## config.mk

```make
export PLATFORM = sky130hd
export DESIGN_NAME = wcs_walker
export DESIGN_NICKNAME = d
export VERILOG_FILES = /design/src/hdl/wcs_pkg.sv /design/src/hdl/wcs_walker.sv
export SDC_FILE = /design/constraint.sdc
export NUM_CORES = 2
export LEC_CHECK = 0
export BUFFER_PORTS_ARGS = -buffer_cell sky130_fd_sc_hd__buf_2
export CAP_MARGIN = 30
export CORE_ASPECT_RATIO = 1.2
export CORE_UTILIZATION = 55
export CTS_BUF_LIST = sky130_fd_sc_hd__clkbuf_4 sky130_fd_sc_hd__clkbuf_8 sky130_fd_sc_hd__clkbuf_16
export DETAILED_ROUTE_END_ITERATION = 8
export PLACE_DENSITY = 0.72
export SLEW_MARGIN = 5
export SYNTH_ARGS = -nofsm -noshare
export SYNTH_HDL_FRONTEND = slang
export SYNTH_SLANG_ARGS = --single-unit
```

## constraint.sdc

```tcl
create_clock -name clk -period 15.2 [get_ports clk]
set_input_delay 1.52 -clock clk [delete_from_list [all_inputs] [get_ports clk]]
set_output_delay 1.52 -clock clk [all_outputs]
set_load 0.01 [all_outputs]
```

## src/hdl/wcs_pkg.sv

```systemverilog
package wcs_pkg;

  localparam int MAX_CHANNELS = 64;
  localparam int WEIGHT_BITS  = 32;
  localparam int IDX_W        = $clog2(MAX_CHANNELS);
  localparam int CNT_W        = $clog2(MAX_CHANNELS + 1);
  localparam int TOT_W        = WEIGHT_BITS + IDX_W;
  localparam int RND_W        = 32;
  localparam int OUT_IDX_W    = 6;

  typedef enum logic [1:0] {
    ACT_ADD_WEIGHTED = 2'd0,
    ACT_ADD_FIXED    = 2'd1,
    ACT_SELECT       = 2'd2,
    ACT_REWIND       = 2'd3
  } action_t;

  localparam logic [1:0] LC_PARTICLE     = 2'd1;
  localparam logic [1:0] LC_ANTIPARTICLE = 2'd2;

  typedef enum logic [1:0] {
    ST_OK   = 2'd0,
    ST_FULL = 2'd1,
    ST_NONE = 2'd2
  } status_t;

  typedef enum logic [1:0] {
    WOP_NONE,
    WOP_MUL_LO,
    WOP_MUL_HI,
    WOP_ACC
  } wop_t;

  typedef enum logic [2:0] {
    S_IDLE,
    S_LIST_OUT,
    S_MUL_LO,
    S_MUL_HI,
    S_WALK,
    S_OUT
  } state_t;

  typedef struct packed {
    logic             add;
    logic             rd;
    logic             adv;
    logic             rewind;
    logic             anti;
    logic [IDX_W-1:0] idx;
  } lst_cmd_t;

  typedef struct packed {
    logic             p_nonempty;
    logic             a_nonempty;
    logic             fixed_mode;
    logic [IDX_W-1:0] rd_idx;
  } lst_stat_t;

endpackage

```

## src/hdl/wcs_walker.sv

```systemverilog
module wcs_walker
  import wcs_pkg::*;
(
  input  logic                   clk,
  input  wop_t                   op,
  input  logic [TOT_W-1:0]       total,
  input  logic [RND_W-1:0]       rnd,
  input  logic [WEIGHT_BITS-1:0] wdata,
  output logic                   hit
);

  logic [63:0]      tot_ext;
  logic [31:0]      mul_a;
  logic [63:0]      prod;
  logic [63:0]      prod_r;
  logic [TOT_W-1:0] thr_r;
  logic [TOT_W-1:0] cum_r;
  logic [TOT_W-1:0] cum_nxt;

  // one 32x32 multiplier serves both halves of the total
  assign tot_ext = 64'(total);
  assign mul_a   = (op == WOP_MUL_LO) ? tot_ext[31:0] : tot_ext[63:32];
  assign prod    = 64'(mul_a) * 64'(rnd);
  assign cum_nxt = cum_r + TOT_W'(wdata);
  assign hit     = (cum_nxt > thr_r);

  always_ff @(posedge clk) begin
    case (op)
      WOP_MUL_LO: prod_r <= prod;
      WOP_MUL_HI: begin
        thr_r <= TOT_W'(prod + {32'b0, prod_r[63:32]});
        cum_r <= '0;
      end
      WOP_ACC:    cum_r <= cum_nxt;
      default:    ;
    endcase
  end

endmodule

```

==> flow_summary.ini <==
[drt]
routed_via_density = 6.04
wl_per_cell_um = 23.7
drc = 0
drt_first_pass_iters = 6
first_iter_violations = 2620
vias = 32000
ant_nets = 0
totalWireLength_mm = 125

[setup_path]
path_common_cell = fa_1
rr_worst_depth = 11
critPathKind = in2reg
worst-path-stages = 33
cp_slowest_stage_delay_ns = 0.88
worst_ep_arrival_time_ns = 12.25
cp_top_family = adder cells
start_kind = input pin
worst_setup_path_end_kind = register
crit_slowest_cell = and2_0
required_ns = 15.28
cp_max_fo = 173
crit_buf_inv = 5

[sta]
period_minus_slack_ns = 12.17
tightestPinTransition_ns = 1.04
hold_violations = 0
finalSetupTns_ns = 0
grt_setup_unrepaired = false
setup_viol = 0
slew_viol_final = 0
finalClockSkew_ns = 0.0110
min_period_over_period = 0.801
max_freq_ghz = 0.0821
relSlewSlack = 0.305

[clock_network]
htreeDepth = 3
cts.sinks = 108
clk_pin_slew_ns = 0.07
root_buffer = clkbuf_16
cts.path.max_buffers = 2
clock_latency_ns = 0.36
holdBufCountCts = 0
cts_buffers = 9
cts_tree = yes
cts_resized = 0
postCtsSetupRepairBufs = 0

[synth]
avgSynthCellArea_sq_um = 9.20
synth.ff_latch_count = 108
synth_cell_types = 74
syn_nets = 5819
ys_seq_area_frac = 0.0793
yosysTopAreaCell = fa_1
synthCells = 4450
ys.flop_type = edfxtp_1
synthTopCellsByArea = fa_1 (44%), ha_1 (11%), inv_1 (8.1%)
synth.top_cell.area_share = 0.439
synth_edf_count = 108
ys_warn_count = 0
async_flop_share = 0
synth_area_sq_um = 40900

[placed_design]
io_buffers = 105
dp_hpwl_mm = 95.4
gp_congestion = 1.00

[finish]
final_cell_mix = fa_1 (898), inv_1 (888), nand2_1 (624), and3_1 (388), ha_1 (366)
layout-drive-gt1-share = 0.0421
area_growth_pct = 3.24
layout_commonest_cell = fa_1
finalNetCount = 5711

[floorplanning]
coreArea_sq_um = 73600
die_height_um = 301
initial_core_util = 0.556
rows = 109
die_w_um = 251
num_io_pins = 106
dieArea_sq_um = 75500

[grt]
grt_max_degree = 174
antenna_found_initial = 4
grtUsageTotal = 0.344
gr-total-overflow = 0
grt_pass1_wl_mm = 194
grt_pass1_vias = 33900

[worst_hold_path]
min_path_cells = 1
hold_class = reg2reg

[job]
drv_cap = 0

[status]
status = completed
-- layout make-up --
cell class,instances,area [sq um]
Tap cell,943,1180
Clock inverter,6,70.1
Inverter,888,3330
Clock buffer,10,233
Sequential cell,108,3240
Fill cell,6562,31400
Antenna cell,6,15.0
Timing Repair Buffer,138,798
Multi-Input combinational cell,3197,33400
-- worst register-to-register path, cell delays in order, from the launching register on --
cell,delay [ns]
edfxtp_1,0.40
ha_1,0.26
fa_1,0.45
a21oi_1,0.25
o21ai_1,0.15
a2111oi_1,0.58
o31ai_1,0.20
a22o_1,0.29
a21oi_2,0.31
o211a_1,0.22
nor3_2,0.06
xor2_1,0.15
-- path summary, 6_finish.rpt --
kind	startpoint	to	slack, ns
setup / recovery	op[0]	thr_r[37]	3.03
hold / removal	prod_r[32]	thr_r[0]	0.61
setup reg to reg	prod_r[32]	thr_r[32]	11.61
hold reg to reg	prod_r[32]	thr_r[0]	0.61
-- cell families after synthesis --
kind of cell	synth area share
muxes	0.00190
AOI/OAI and AO/OA	0.0653
and+or+nand+nor	0.169
xor gates and xnor gates	0.0274
buffers and inverters	0.105
DFF	0.0793
adders and majority gates	0.551
-- routing by layer --
layer / vias up / track usage / share of wire
li1: 13600 / - / -
met1: 16000 / 0.406 / 0.35
met2: 1795 / 0.566 / 0.47
met3: 617 / 0.0621 / 0.092
met4: 0 / 0.252 / 0.092
met5: - / 0 / 0
-- flip-flops by register name (all words and copies together), names as in the netlist --
register  flops
cum_r        38
thr_r        38
prod_r       32
-- Yosys cell counts (all sizes together) (8+ instances only) --
master	count
edfxtp	108
o21a	20
or3	10
a211oi	21
a21o	63
nor3	19
o21bai	25
xor2	40
and3	388
inv	888
ha	366
nand2b	13
clkbuf	249
o21ai	82
fa	898
nor2b	19
buf	8
nor2	71
nand3	35
and2	164
nand4	30
a21oi	129
o211ai	15
xnor2	88
nand2	624
-- through the flow --
step | utilization | instance area [sq um] | hold slack (ns) | std cells | setup slack [ns]
finish | 0.574 | 42200 | 0.612 | 5296 | 3.03
global placement | 0.569 | 41900 | 0.605 | 5273 | 3.13
global route | 0.573 | 42200 | 0.634 | 5290 | 2.49
CTS | 0.573 | 42200 | 0.624 | 5289 | 3.15
floorplan | - | 40900 | 0.526 | 4450 | 4.52
detailed placement | 0.569 | 41900 | 0.606 | 5273 | 2.80
Power is left out: the tool's default activity adds up to more than one toggle a clock period on the data nets, which glitch-free logic cannot reach.
