## src/hdl/wcs_pkg.sv

```systemverilog
package wcs_pkg;

  localparam int MAX_CHANNELS = 64;
  localparam int WEIGHT_BITS  = 32;
  localparam int IDX_W        = $clog2(MAX_CHANNELS);
  localparam int CNT_W        = $clog2(MAX_CHANNELS + 1);
  localparam int TOT_W        = WEIGHT_BITS + IDX_W;
  localparam int RND_W        = 32;
  localparam int OUT_IDX_W    = 6;

  typedef enum logic [1:0] {
    ACT_ADD_WEIGHTED = 2'd0,
    ACT_ADD_FIXED    = 2'd1,
    ACT_SELECT       = 2'd2,
    ACT_REWIND       = 2'd3
  } action_t;

  localparam logic [1:0] LC_PARTICLE     = 2'd1;
  localparam logic [1:0] LC_ANTIPARTICLE = 2'd2;

  typedef enum logic [1:0] {
    ST_OK   = 2'd0,
    ST_FULL = 2'd1,
    ST_NONE = 2'd2
  } status_t;

  typedef enum logic [1:0] {
    WOP_NONE,
    WOP_MUL_LO,
    WOP_MUL_HI,
    WOP_ACC
  } wop_t;

  typedef enum logic [2:0] {
    S_IDLE,
    S_LIST_OUT,
    S_MUL_LO,
    S_MUL_HI,
    S_WALK,
    S_OUT
  } state_t;

  typedef struct packed {
    logic             add;
    logic             rd;
    logic             adv;
    logic             rewind;
    logic             anti;
    logic [IDX_W-1:0] idx;
  } lst_cmd_t;

  typedef struct packed {
    logic             p_nonempty;
    logic             a_nonempty;
    logic             fixed_mode;
    logic [IDX_W-1:0] rd_idx;
  } lst_stat_t;

endpackage

```

## src/hdl/wcs_lists.sv

```systemverilog
module wcs_lists
  import wcs_pkg::*;
(
  input  logic      clk,
  input  logic      rst_n,
  input  lst_cmd_t  cmd,
  output lst_stat_t stat
);

  logic [IDX_W-1:0] plist [MAX_CHANNELS];
  logic [IDX_W-1:0] alist [MAX_CHANNELS];

  logic [CNT_W-1:0] pcnt_r, pcnt_nxt;
  logic [CNT_W-1:0] acnt_r, acnt_nxt;
  logic [IDX_W-1:0] pcur_r, pcur_nxt;
  logic [IDX_W-1:0] acur_r, acur_nxt;
  logic             fixed_r, fixed_nxt;
  logic [IDX_W-1:0] p_rd_r, a_rd_r;
  logic [IDX_W-1:0] ppos, apos;
  logic [CNT_W-1:0] ppos_inc, apos_inc;

  // a cursor past the end of its list restarts at the head
  assign ppos     = (CNT_W'(pcur_r) >= pcnt_r) ? '0 : pcur_r;
  assign apos     = (CNT_W'(acur_r) >= acnt_r) ? '0 : acur_r;
  assign ppos_inc = CNT_W'(ppos) + CNT_W'(1);
  assign apos_inc = CNT_W'(apos) + CNT_W'(1);

  always_comb begin
    pcnt_nxt  = pcnt_r;
    acnt_nxt  = acnt_r;
    pcur_nxt  = pcur_r;
    acur_nxt  = acur_r;
    fixed_nxt = fixed_r;
    if (cmd.add) begin
      fixed_nxt = 1'b1;
      if (cmd.anti) begin
        acnt_nxt = acnt_r + CNT_W'(1);
      end else begin
        pcnt_nxt = pcnt_r + CNT_W'(1);
      end
    end
    if (cmd.rewind) begin
      pcur_nxt = '0;
      acur_nxt = '0;
    end else if (cmd.adv) begin
      if (cmd.anti) begin
        acur_nxt = (apos_inc >= acnt_r) ? '0 : apos_inc[IDX_W-1:0];
      end else begin
        pcur_nxt = (ppos_inc >= pcnt_r) ? '0 : ppos_inc[IDX_W-1:0];
      end
    end
  end

  always_ff @(posedge clk) begin
    if (!rst_n) begin
      pcnt_r  <= '0;
      acnt_r  <= '0;
      pcur_r  <= '0;
      acur_r  <= '0;
      fixed_r <= 1'b0;
    end else begin
      pcnt_r  <= pcnt_nxt;
      acnt_r  <= acnt_nxt;
      pcur_r  <= pcur_nxt;
      acur_r  <= acur_nxt;
      fixed_r <= fixed_nxt;
    end
  end

  always_ff @(posedge clk) begin
    if (cmd.add && !cmd.anti) begin
      plist[pcnt_r[IDX_W-1:0]] <= cmd.idx;
    end
    if (cmd.add && cmd.anti) begin
      alist[acnt_r[IDX_W-1:0]] <= cmd.idx;
    end
    if (cmd.rd) begin
      p_rd_r <= plist[ppos];
      a_rd_r <= alist[apos];
    end
  end

  assign stat.p_nonempty = (pcnt_r != '0);
  assign stat.a_nonempty = (acnt_r != '0);
  assign stat.fixed_mode = fixed_r;
  assign stat.rd_idx     = cmd.anti ? a_rd_r : p_rd_r;

endmodule

```

## config.mk

```make
export PLATFORM = sky130hd
export DESIGN_NAME = wcs_lists
export DESIGN_NICKNAME = d
export VERILOG_FILES = /design/src/hdl/wcs_pkg.sv /design/src/hdl/wcs_lists.sv
export SDC_FILE = /design/constraint.sdc
export NUM_CORES = 1
export LEC_CHECK = 0
export BUFFER_PORTS_ARGS = -buffer_cell sky130_fd_sc_hd__buf_2
export CAP_MARGIN = 15
export CORE_AREA = 2 2 227 229
export CTS_BUF_LIST = sky130_fd_sc_hd__clkbuf_8
export CTS_CLUSTER_DIAMETER = 40
export DETAILED_ROUTE_END_ITERATION = 10
export DIE_AREA = 0 0 229 231
export PLACE_DENSITY_LB_ADDON = 0.2
export REMOVE_ABC_BUFFERS = 1
export SLEW_MARGIN = 20
export SYNTH_ARGS = -nofsm -noshare
export SYNTH_HDL_FRONTEND = slang
export SYNTH_SLANG_ARGS = --single-unit
```

## constraint.sdc

```tcl
create_clock -name clk -period 5.1 [get_ports clk]
set_input_delay 0.255 -clock clk [delete_from_list [all_inputs] [get_ports clk]]
set_output_delay 0.255 -clock clk [all_outputs]
set_load 0.01 [all_outputs]
```

==> results of run 1 <==
Yosys cell counts, drive strengths merged (7+ instances only):
| cell type | n |
|---|---|
| a22oi | 23 |
| a211o | 7 |
| dfxtp | 27 |
| or3 | 12 |
| nand4 | 12 |
| o21a | 13 |
| nand2b | 7 |
| mux4 | 20 |
| buf | 60 |
| a31oi | 43 |
| clkinv | 7 |
| nor4 | 20 |
| nand3 | 83 |
| o21ai | 35 |
| nor2 | 222 |
| and2 | 23 |
| and3 | 11 |
| a21oi | 88 |
| clkbuf | 62 |
| o221ai | 34 |
| a32oi | 7 |
| mux2i | 137 |
| ha | 32 |
| xnor2 | 13 |
| mux2 | 24 |
| a221oi | 19 |
| nor2b | 14 |
| or2 | 8 |
| inv | 18 |
| o22ai | 42 |
| nor3 | 27 |
| nand2 | 223 |
| o211ai | 20 |
| a211oi | 36 |
| edfxtp | 780 |
worst max-delay path, stage by stage (launching register included):
cell	delay, ns
dfxtp_1	0.49
clkinv_1	0.30
ha_1	0.38
a211oi_1	0.08
or3_1	0.49
o211ai_2	0.14
buf_4	0.29
inv_2	0.16
ha_1	0.27
xnor2_1	0.27
ha_1	0.30
a21o_1	0.15
a21oi_1	0.15
o21ai_0	0.10
nor3_1	0.56
a22oi_1	0.16
nor2_1	0.13
layout make-up:
class	instances	share of cell area, %
Clock buffer	121	4.60
Clock inverter	90	1.54
Sequential cell	807	66.2
Inverter	25	0.259
Multi-Input combinational cell	1308	23.5
Timing Repair Buffer	77	1.54
Tap cell	680	2.35
final timing paths:
kind | startpoint | to | slack [ns] | cells past startpoint
worst max-delay path | pcnt_r[4] | pcur_r[5] | 0.60 | 16
worst min-delay path | cmd[8] | pcur_r[1] | 0.16 | 4
worst max register to register | pcnt_r[4] | pcur_r[5] | 0.60 | 16
worst min register to register | acnt_r[6] | acnt_r[6] | 0.56 | 2
metal layers:
layer	global-route usage, %	vias to the layer above	routed length (um)
met3	4.97	229	7420
met4	15.5	0	4040
met2	50.9	1200	39700
met1	40.1	9903	29800
met5	0	-	0
li1	-	8926	-
power groups by stage:
stage          Sequential (uW)  Clock (uW)  Combinational (uW)
2_1_floorplan             7430           0                67.6
3_3_place_gp              7430           0                 231
3_5_place_dp              7430           0                 239
4_1_cts                   7290        4990                 243
5_1_grt                   7290        5280                 260
6_report                  7290        4960                 243
stage by stage:
step / util (%) / hold slack (ns) / TNS (ns) / setup slack [ns] / total power, uW
2_1_floorplan: - / 0.354 / -80.60 / -4.80 / 7500
3_3_place_gp: 66.9 / 0.449 / 0 / 0.987 / 7660
3_5_place_dp: 66.9 / 0.453 / 0 / 0.773 / 7670
4_1_cts: 71.4 / 0.0832 / 0 / 0.733 / 12500
5_1_grt: 71.4 / 0.137 / 0 / 0.370 / 12800
6_report: 71.4 / 0.156 / 0 / 0.600 / 12500
sequential cells by signal (all words and copies together), names as in the netlist:
name and cells:
alist 384, plist 384, acnt_r 7, pcnt_r 7, a_rd_r 6, acur_r 6, p_rd_r 6, pcur_r 6
fixed_r 1
cells by family (layout without fill, tap and decap cells):
kind of cell	count (synthesis)	in the layout	share of synthesized area (%)
compound gates	412	412	8.70
xor+xnor	16	16	0.424
fa+ha+maj	32	32	1.21
buf+inv	147	313	1.96
flops	807	807	72.5
mux	181	181	6.33
simple gates	667	667	8.92
timing repair:
| action | CTS | global route |
|---|---|---|
| hold buffers | 6 | 0 |
| resized for setup | 0 | 0 |
| hold endpoints to repair | 25 | 0 |
==> reports/metrics.cfg, run 1 <==
[worst_setup_path]
critPathMaxFanout=20
endpoint_kind=flop
arrival_ns=5.13
path_class=reg2reg
required_ns=5.73
worst_setup_path_start_kind=flop

[global_routing]
gr-total-overflow=0
grt_pass1_vias=19800
grt_antenna_before_repair=0
grtUsageTotal_pct=30.8
grt_max_degree=90
grt_pass1_wl_um=121000

[timing]
setup_violations=0
rsz0062_at_grt=no
min_period_ns=4.50
tightestPinTransition_ns=1.09
hold_violations=0
fin_crit_sh_pct=88.2
max_freq_mhz=222
fin_worst_skew_ns=0.0479
slew_violations=0
max_slew_margin_pct=27.6

[logic_synthesis]
synth_area_leaders=edfxtp_1 71%, mux2i_1 4.1%, nand2_1 2.5%, nor2_1 2.5%, dfxtp_1 1.6%
synthFlopType=edfxtp_1
syn_avg_cell_area_um2=14.6
yosysUniqueCellTypes=68
netlist_area_um2=33100
ys_ff_latch=807
synth-edff-count=780
netlist.area_leader.share_pct=70.8
postSynth.asyncResetShare_pct=0
yosys.area.top_type=edfxtp_1
ys_warn_count=0
ys_seq_area_share_pct=72.5
syn_inst=2262

[clock_network]
clk_path_buf_depth=3
clock_latency_ns=0.74
root_buffer=clkbuf_8
htreeDepth=3
numCtsBuffers=119
cts_tree=done
post_cts_buffers=0
cts_sinks=807
cts.clk_slew.worst_paths_ns=0.06

[final_layout]
fin_cells=3108
nets=2383
layout_commonest_cell=edfxtp_1
diodes=0
multi_input_area_um2=8490
syn2layout_area_growth_pct=9.42
layout-drive-gt1-share_pct=11.8
layout_common_cells=780 x edfxtp_1, 223 x nand2_1, 222 x nor2_1
regArea_um2=24000
fin_area_um2=36200
fill_cells=3339

[floorplan]
die_w_um=229
start_util_pct=65.3
die-area_um2=52900
die_h_um=231
coreArea_um2=50700
rows=83
num_io_pins=22

[job]
cap_violations=0

[power]
clock_power_share_pct=39.7
ir_drop_v=0.000274
internal-power_uw=9880
switching_share_pct=21.0
combPwrFrac_pct=1.9
p_leak_uw=0.0117
seqPwrFrac_pct=58.4
powerDensity_nw_per_um2=345
power_switching_uw=2620

[outcome]
status=finished clean

[placed_design]
hpwlAfterDp_um=50800
place_congestion=0.977
placed_cell_area_um2=33900
io_buffers=21
dp_cells=2891

[worst_hold_path]
hp-class=in2reg

[route]
vias_per_cell=6.52
drc=0
drtPass1Iterations=6
wl_per_cell_um=26.0
num_vias=20300
wirelength_um=81000
first_iter_violations=2467
ant_nets=0

Note: power is estimated with default switching activity, not from simulation.
==> run 2, diff against run 1 <==
Settings changed: BUFFER_PORTS_ARGS -buffer_cell sky130_fd_sc_hd__buf_2 to unset, CELL_PAD_IN_SITES_DETAIL_PLACEMENT set to 1, CELL_PAD_IN_SITES_GLOBAL_PLACEMENT set to 2, CORE_AREA 2 2 227 229 to 2 2 263 265, DIE_AREA 0 0 229 231 to 0 0 265 267, DONT_BUFFER_PORTS set to 1.
==> run 2 against run 1 <==
- first-iteration DRC count is 27% lower
- total power grew 7.2%
- die area increased by 34%
- critical endpoint is now pcur_r[0]
- largest power group unchanged
- highest routed layer is now met5
==> reports/metrics.cfg, run 2 (same netlist as run 1, synthesis figures left out) <==
[global_routing]
grt_antenna_before_repair=4  ; was 0
grtUsageTotal_pct=26.7  ; was 30.8%
grt_pass1_vias=21300  ; was 19800
grt_max_degree=129  ; was 90
grt_pass1_wl_um=139000  ; was 121000 um
gr-total-overflow=0  ; unchanged

[timing]
max_freq_mhz=221  ; was 222 MHz
hold_violations=0  ; unchanged
slew_violations=0  ; unchanged
tightestPinTransition_ns=1.04  ; was 1.09 ns
tns_ns=0  ; unchanged
fin_worst_skew_ns=0.0348  ; was 0.0479 ns
max_slew_margin_pct=30.1  ; was 27.6%
fin_crit_sh_pct=88.7  ; was 88.2%
min_period_ns=4.53  ; was 4.50 ns
rsz0062_at_grt=no  ; unchanged
setup_violations=0  ; unchanged

[final_layout]
layout_commonest_cell=edfxtp_1  ; unchanged
nets=2395  ; was 2383
fin_cells=3344  ; was 3108
fin_area_um2=37100  ; was 36200 um^2
layout-drive-gt1-share_pct=12.4  ; was 11.8%
syn2layout_area_growth_pct=12.1  ; was 9.42%
layout_common_cells=780 x edfxtp_1, 223 x nand2_1, 222 x nor2_1  ; unchanged
final_core_util_pct=54.6  ; was 71.4%

[placed_design]
dp_cells=3068  ; was 2891
placed_cell_area_um2=34000  ; was 33900 um^2
hpwlAfterDp_um=56000  ; was 50800 um
place_congestion=0.884  ; was 0.977
io_buffers=0  ; was 21

[route]
drc=0  ; unchanged
first_iter_violations=1789  ; was 2467
num_vias=20200  ; was 20300
drtPass1Iterations=5  ; was 6
ant_nets=0  ; unchanged
wirelength_um=92300  ; was 81000 um
vias_per_cell=6.04  ; was 6.52
wl_per_cell_um=27.6  ; was 26.0 um

[clock_network]
numCtsBuffers=144  ; was 119
clk_path_buf_depth=3  ; unchanged
cts_tree=done  ; unchanged
post_cts_buffers=0  ; unchanged
root_buffer=clkbuf_8  ; unchanged
htreeDepth=4  ; was 3
cts.clk_slew.worst_paths_ns=0.06  ; about the same
cts_sinks=807  ; unchanged
clock_latency_ns=0.79  ; was 0.74 ns

[power]
p_leak_uw=0.0119  ; was 0.0117 uW
ir_drop_v=0.000319  ; was 0.000274 V
powerDensity_nw_per_um2=361  ; was 345 nW/um^2
power_uw=13400  ; was 12500 uW

[floorplan]
die-area_um2=70800  ; was 52900 um^2
num_io_pins=22  ; unchanged
start_util_pct=48.6  ; was 65.3%
die_h_um=267  ; was 231 um
coreArea_um2=68000  ; was 50700 um^2
rows=96  ; was 83
die_w_um=265  ; was 229 um

[worst_setup_path]
slowest_delay_ns=0.69  ; was 0.56 ns
required_ns=5.79  ; was 5.73 ns
path_cells=clkinv_1, ha_1, and4b_1, o21ai_2, o211ai_4, inv_4, ha_1, ha_1, a21o_1, a21o_1, a21oi_1, o21ai_0, nor3_2, a22oi_1, nor2_1  ; was clkinv_1, ha_1, a211oi_1, or3_1, o211ai_2, buf_4, inv_2, ha_1, xnor2_1, ha_1, a21o_1, a21oi_1, o21ai_0, nor3_1, a22oi_1, nor2_1
endpoint_kind=flop  ; unchanged
critPathMaxFanout=29  ; was 20
worst_setup_path_start_kind=flop  ; unchanged
path_delay_family=compound AO/OA/AOI/OAI gates  ; was simple AND/OR/NAND/NOR gates
path_buf_inv=2  ; was 3
arrival_ns=5.21  ; was 5.13 ns
cpMostUsedCell=ha_1  ; unchanged
path_class=reg2reg  ; unchanged
slowest_stage=o211ai_4  ; was nor3_1

[worst_hold_path]
hp-class=in2reg  ; unchanged

[job]
cap_violations=0  ; unchanged

[outcome]
status=finished clean  ; unchanged

-- run 2: cell types whose count changed in the layout (fill, tap and decap cells not counted), sizes merged --
cell and delta:
bufinv +2, clkbuf +26, inv +4, dlygate4sd3 +6, buf -19, clkinv +3
diode +1, clkinvlp +11
-- run 2: routing by layer --
layer | GRT usage (%) | up-vias | share of wire [%]
met5 | 0 | - | 0.0087
met4 | 10.1 | 2 | 3.4
met3 | 4.87 | 185 | 5.7
met2 | 43.9 | 646 | 49
met1 | 35.5 | 10400 | 42
li1 | - | 8981 | -
-- run 2: repair_timing --
action                                 CTS  global route
setup endpoints to repair                0             6
gates resized for setup                  0             3
endpoints found under the hold margin  807             0
hold buffers                            18             0
-- run 2: per-stage QoR --
stage               hold slack [ns]  setup WS (ns)
floorplan                     0.354          -4.80
global placement              0.362          0.366
detailed placement            0.364          0.282
CTS                          0.0392          0.282
global route                  0.124          0.122
finish                        0.111          0.574
-- run 2: worst paths after layout --
check | cells after the start | from | slack [ns] | end
worst max register to register | 15 | pcnt_r[4] | 0.57 | pcur_r[0]
worst max-delay path | 15 | pcnt_r[4] | 0.57 | pcur_r[0]
worst min register to register | 2 | acnt_r[6] | 0.58 | acnt_r[6]
worst min-delay path | 4 | cmd[10] | 0.11 | pcnt_r[1]
-- run 2: layout make-up --
cell class,instances,area (um^2)
antenna,1,2.50
clock buffer,147,2020
clock inverter,110,754
fill,6504,30900
inverter,25,96.3
multi-input combinational,1308,8490
sequential,807,24000
tap,882,1100
timing repair buffer,64,643
-- run 2: where the power goes --
group / internal, uW / switching (uW)
Sequential: 7280 / 12.7
Clock: 3150 / 2680
Combinational: 57.4 / 207
-- run 2: tightest hold or removal path, delay by kind of cell --
kind                   cells  cell delay [ns]
buffers and inverters      1             0.21
AOI/OAI and AO/OA          1             0.18
and+or+nand+nor            2             0.17
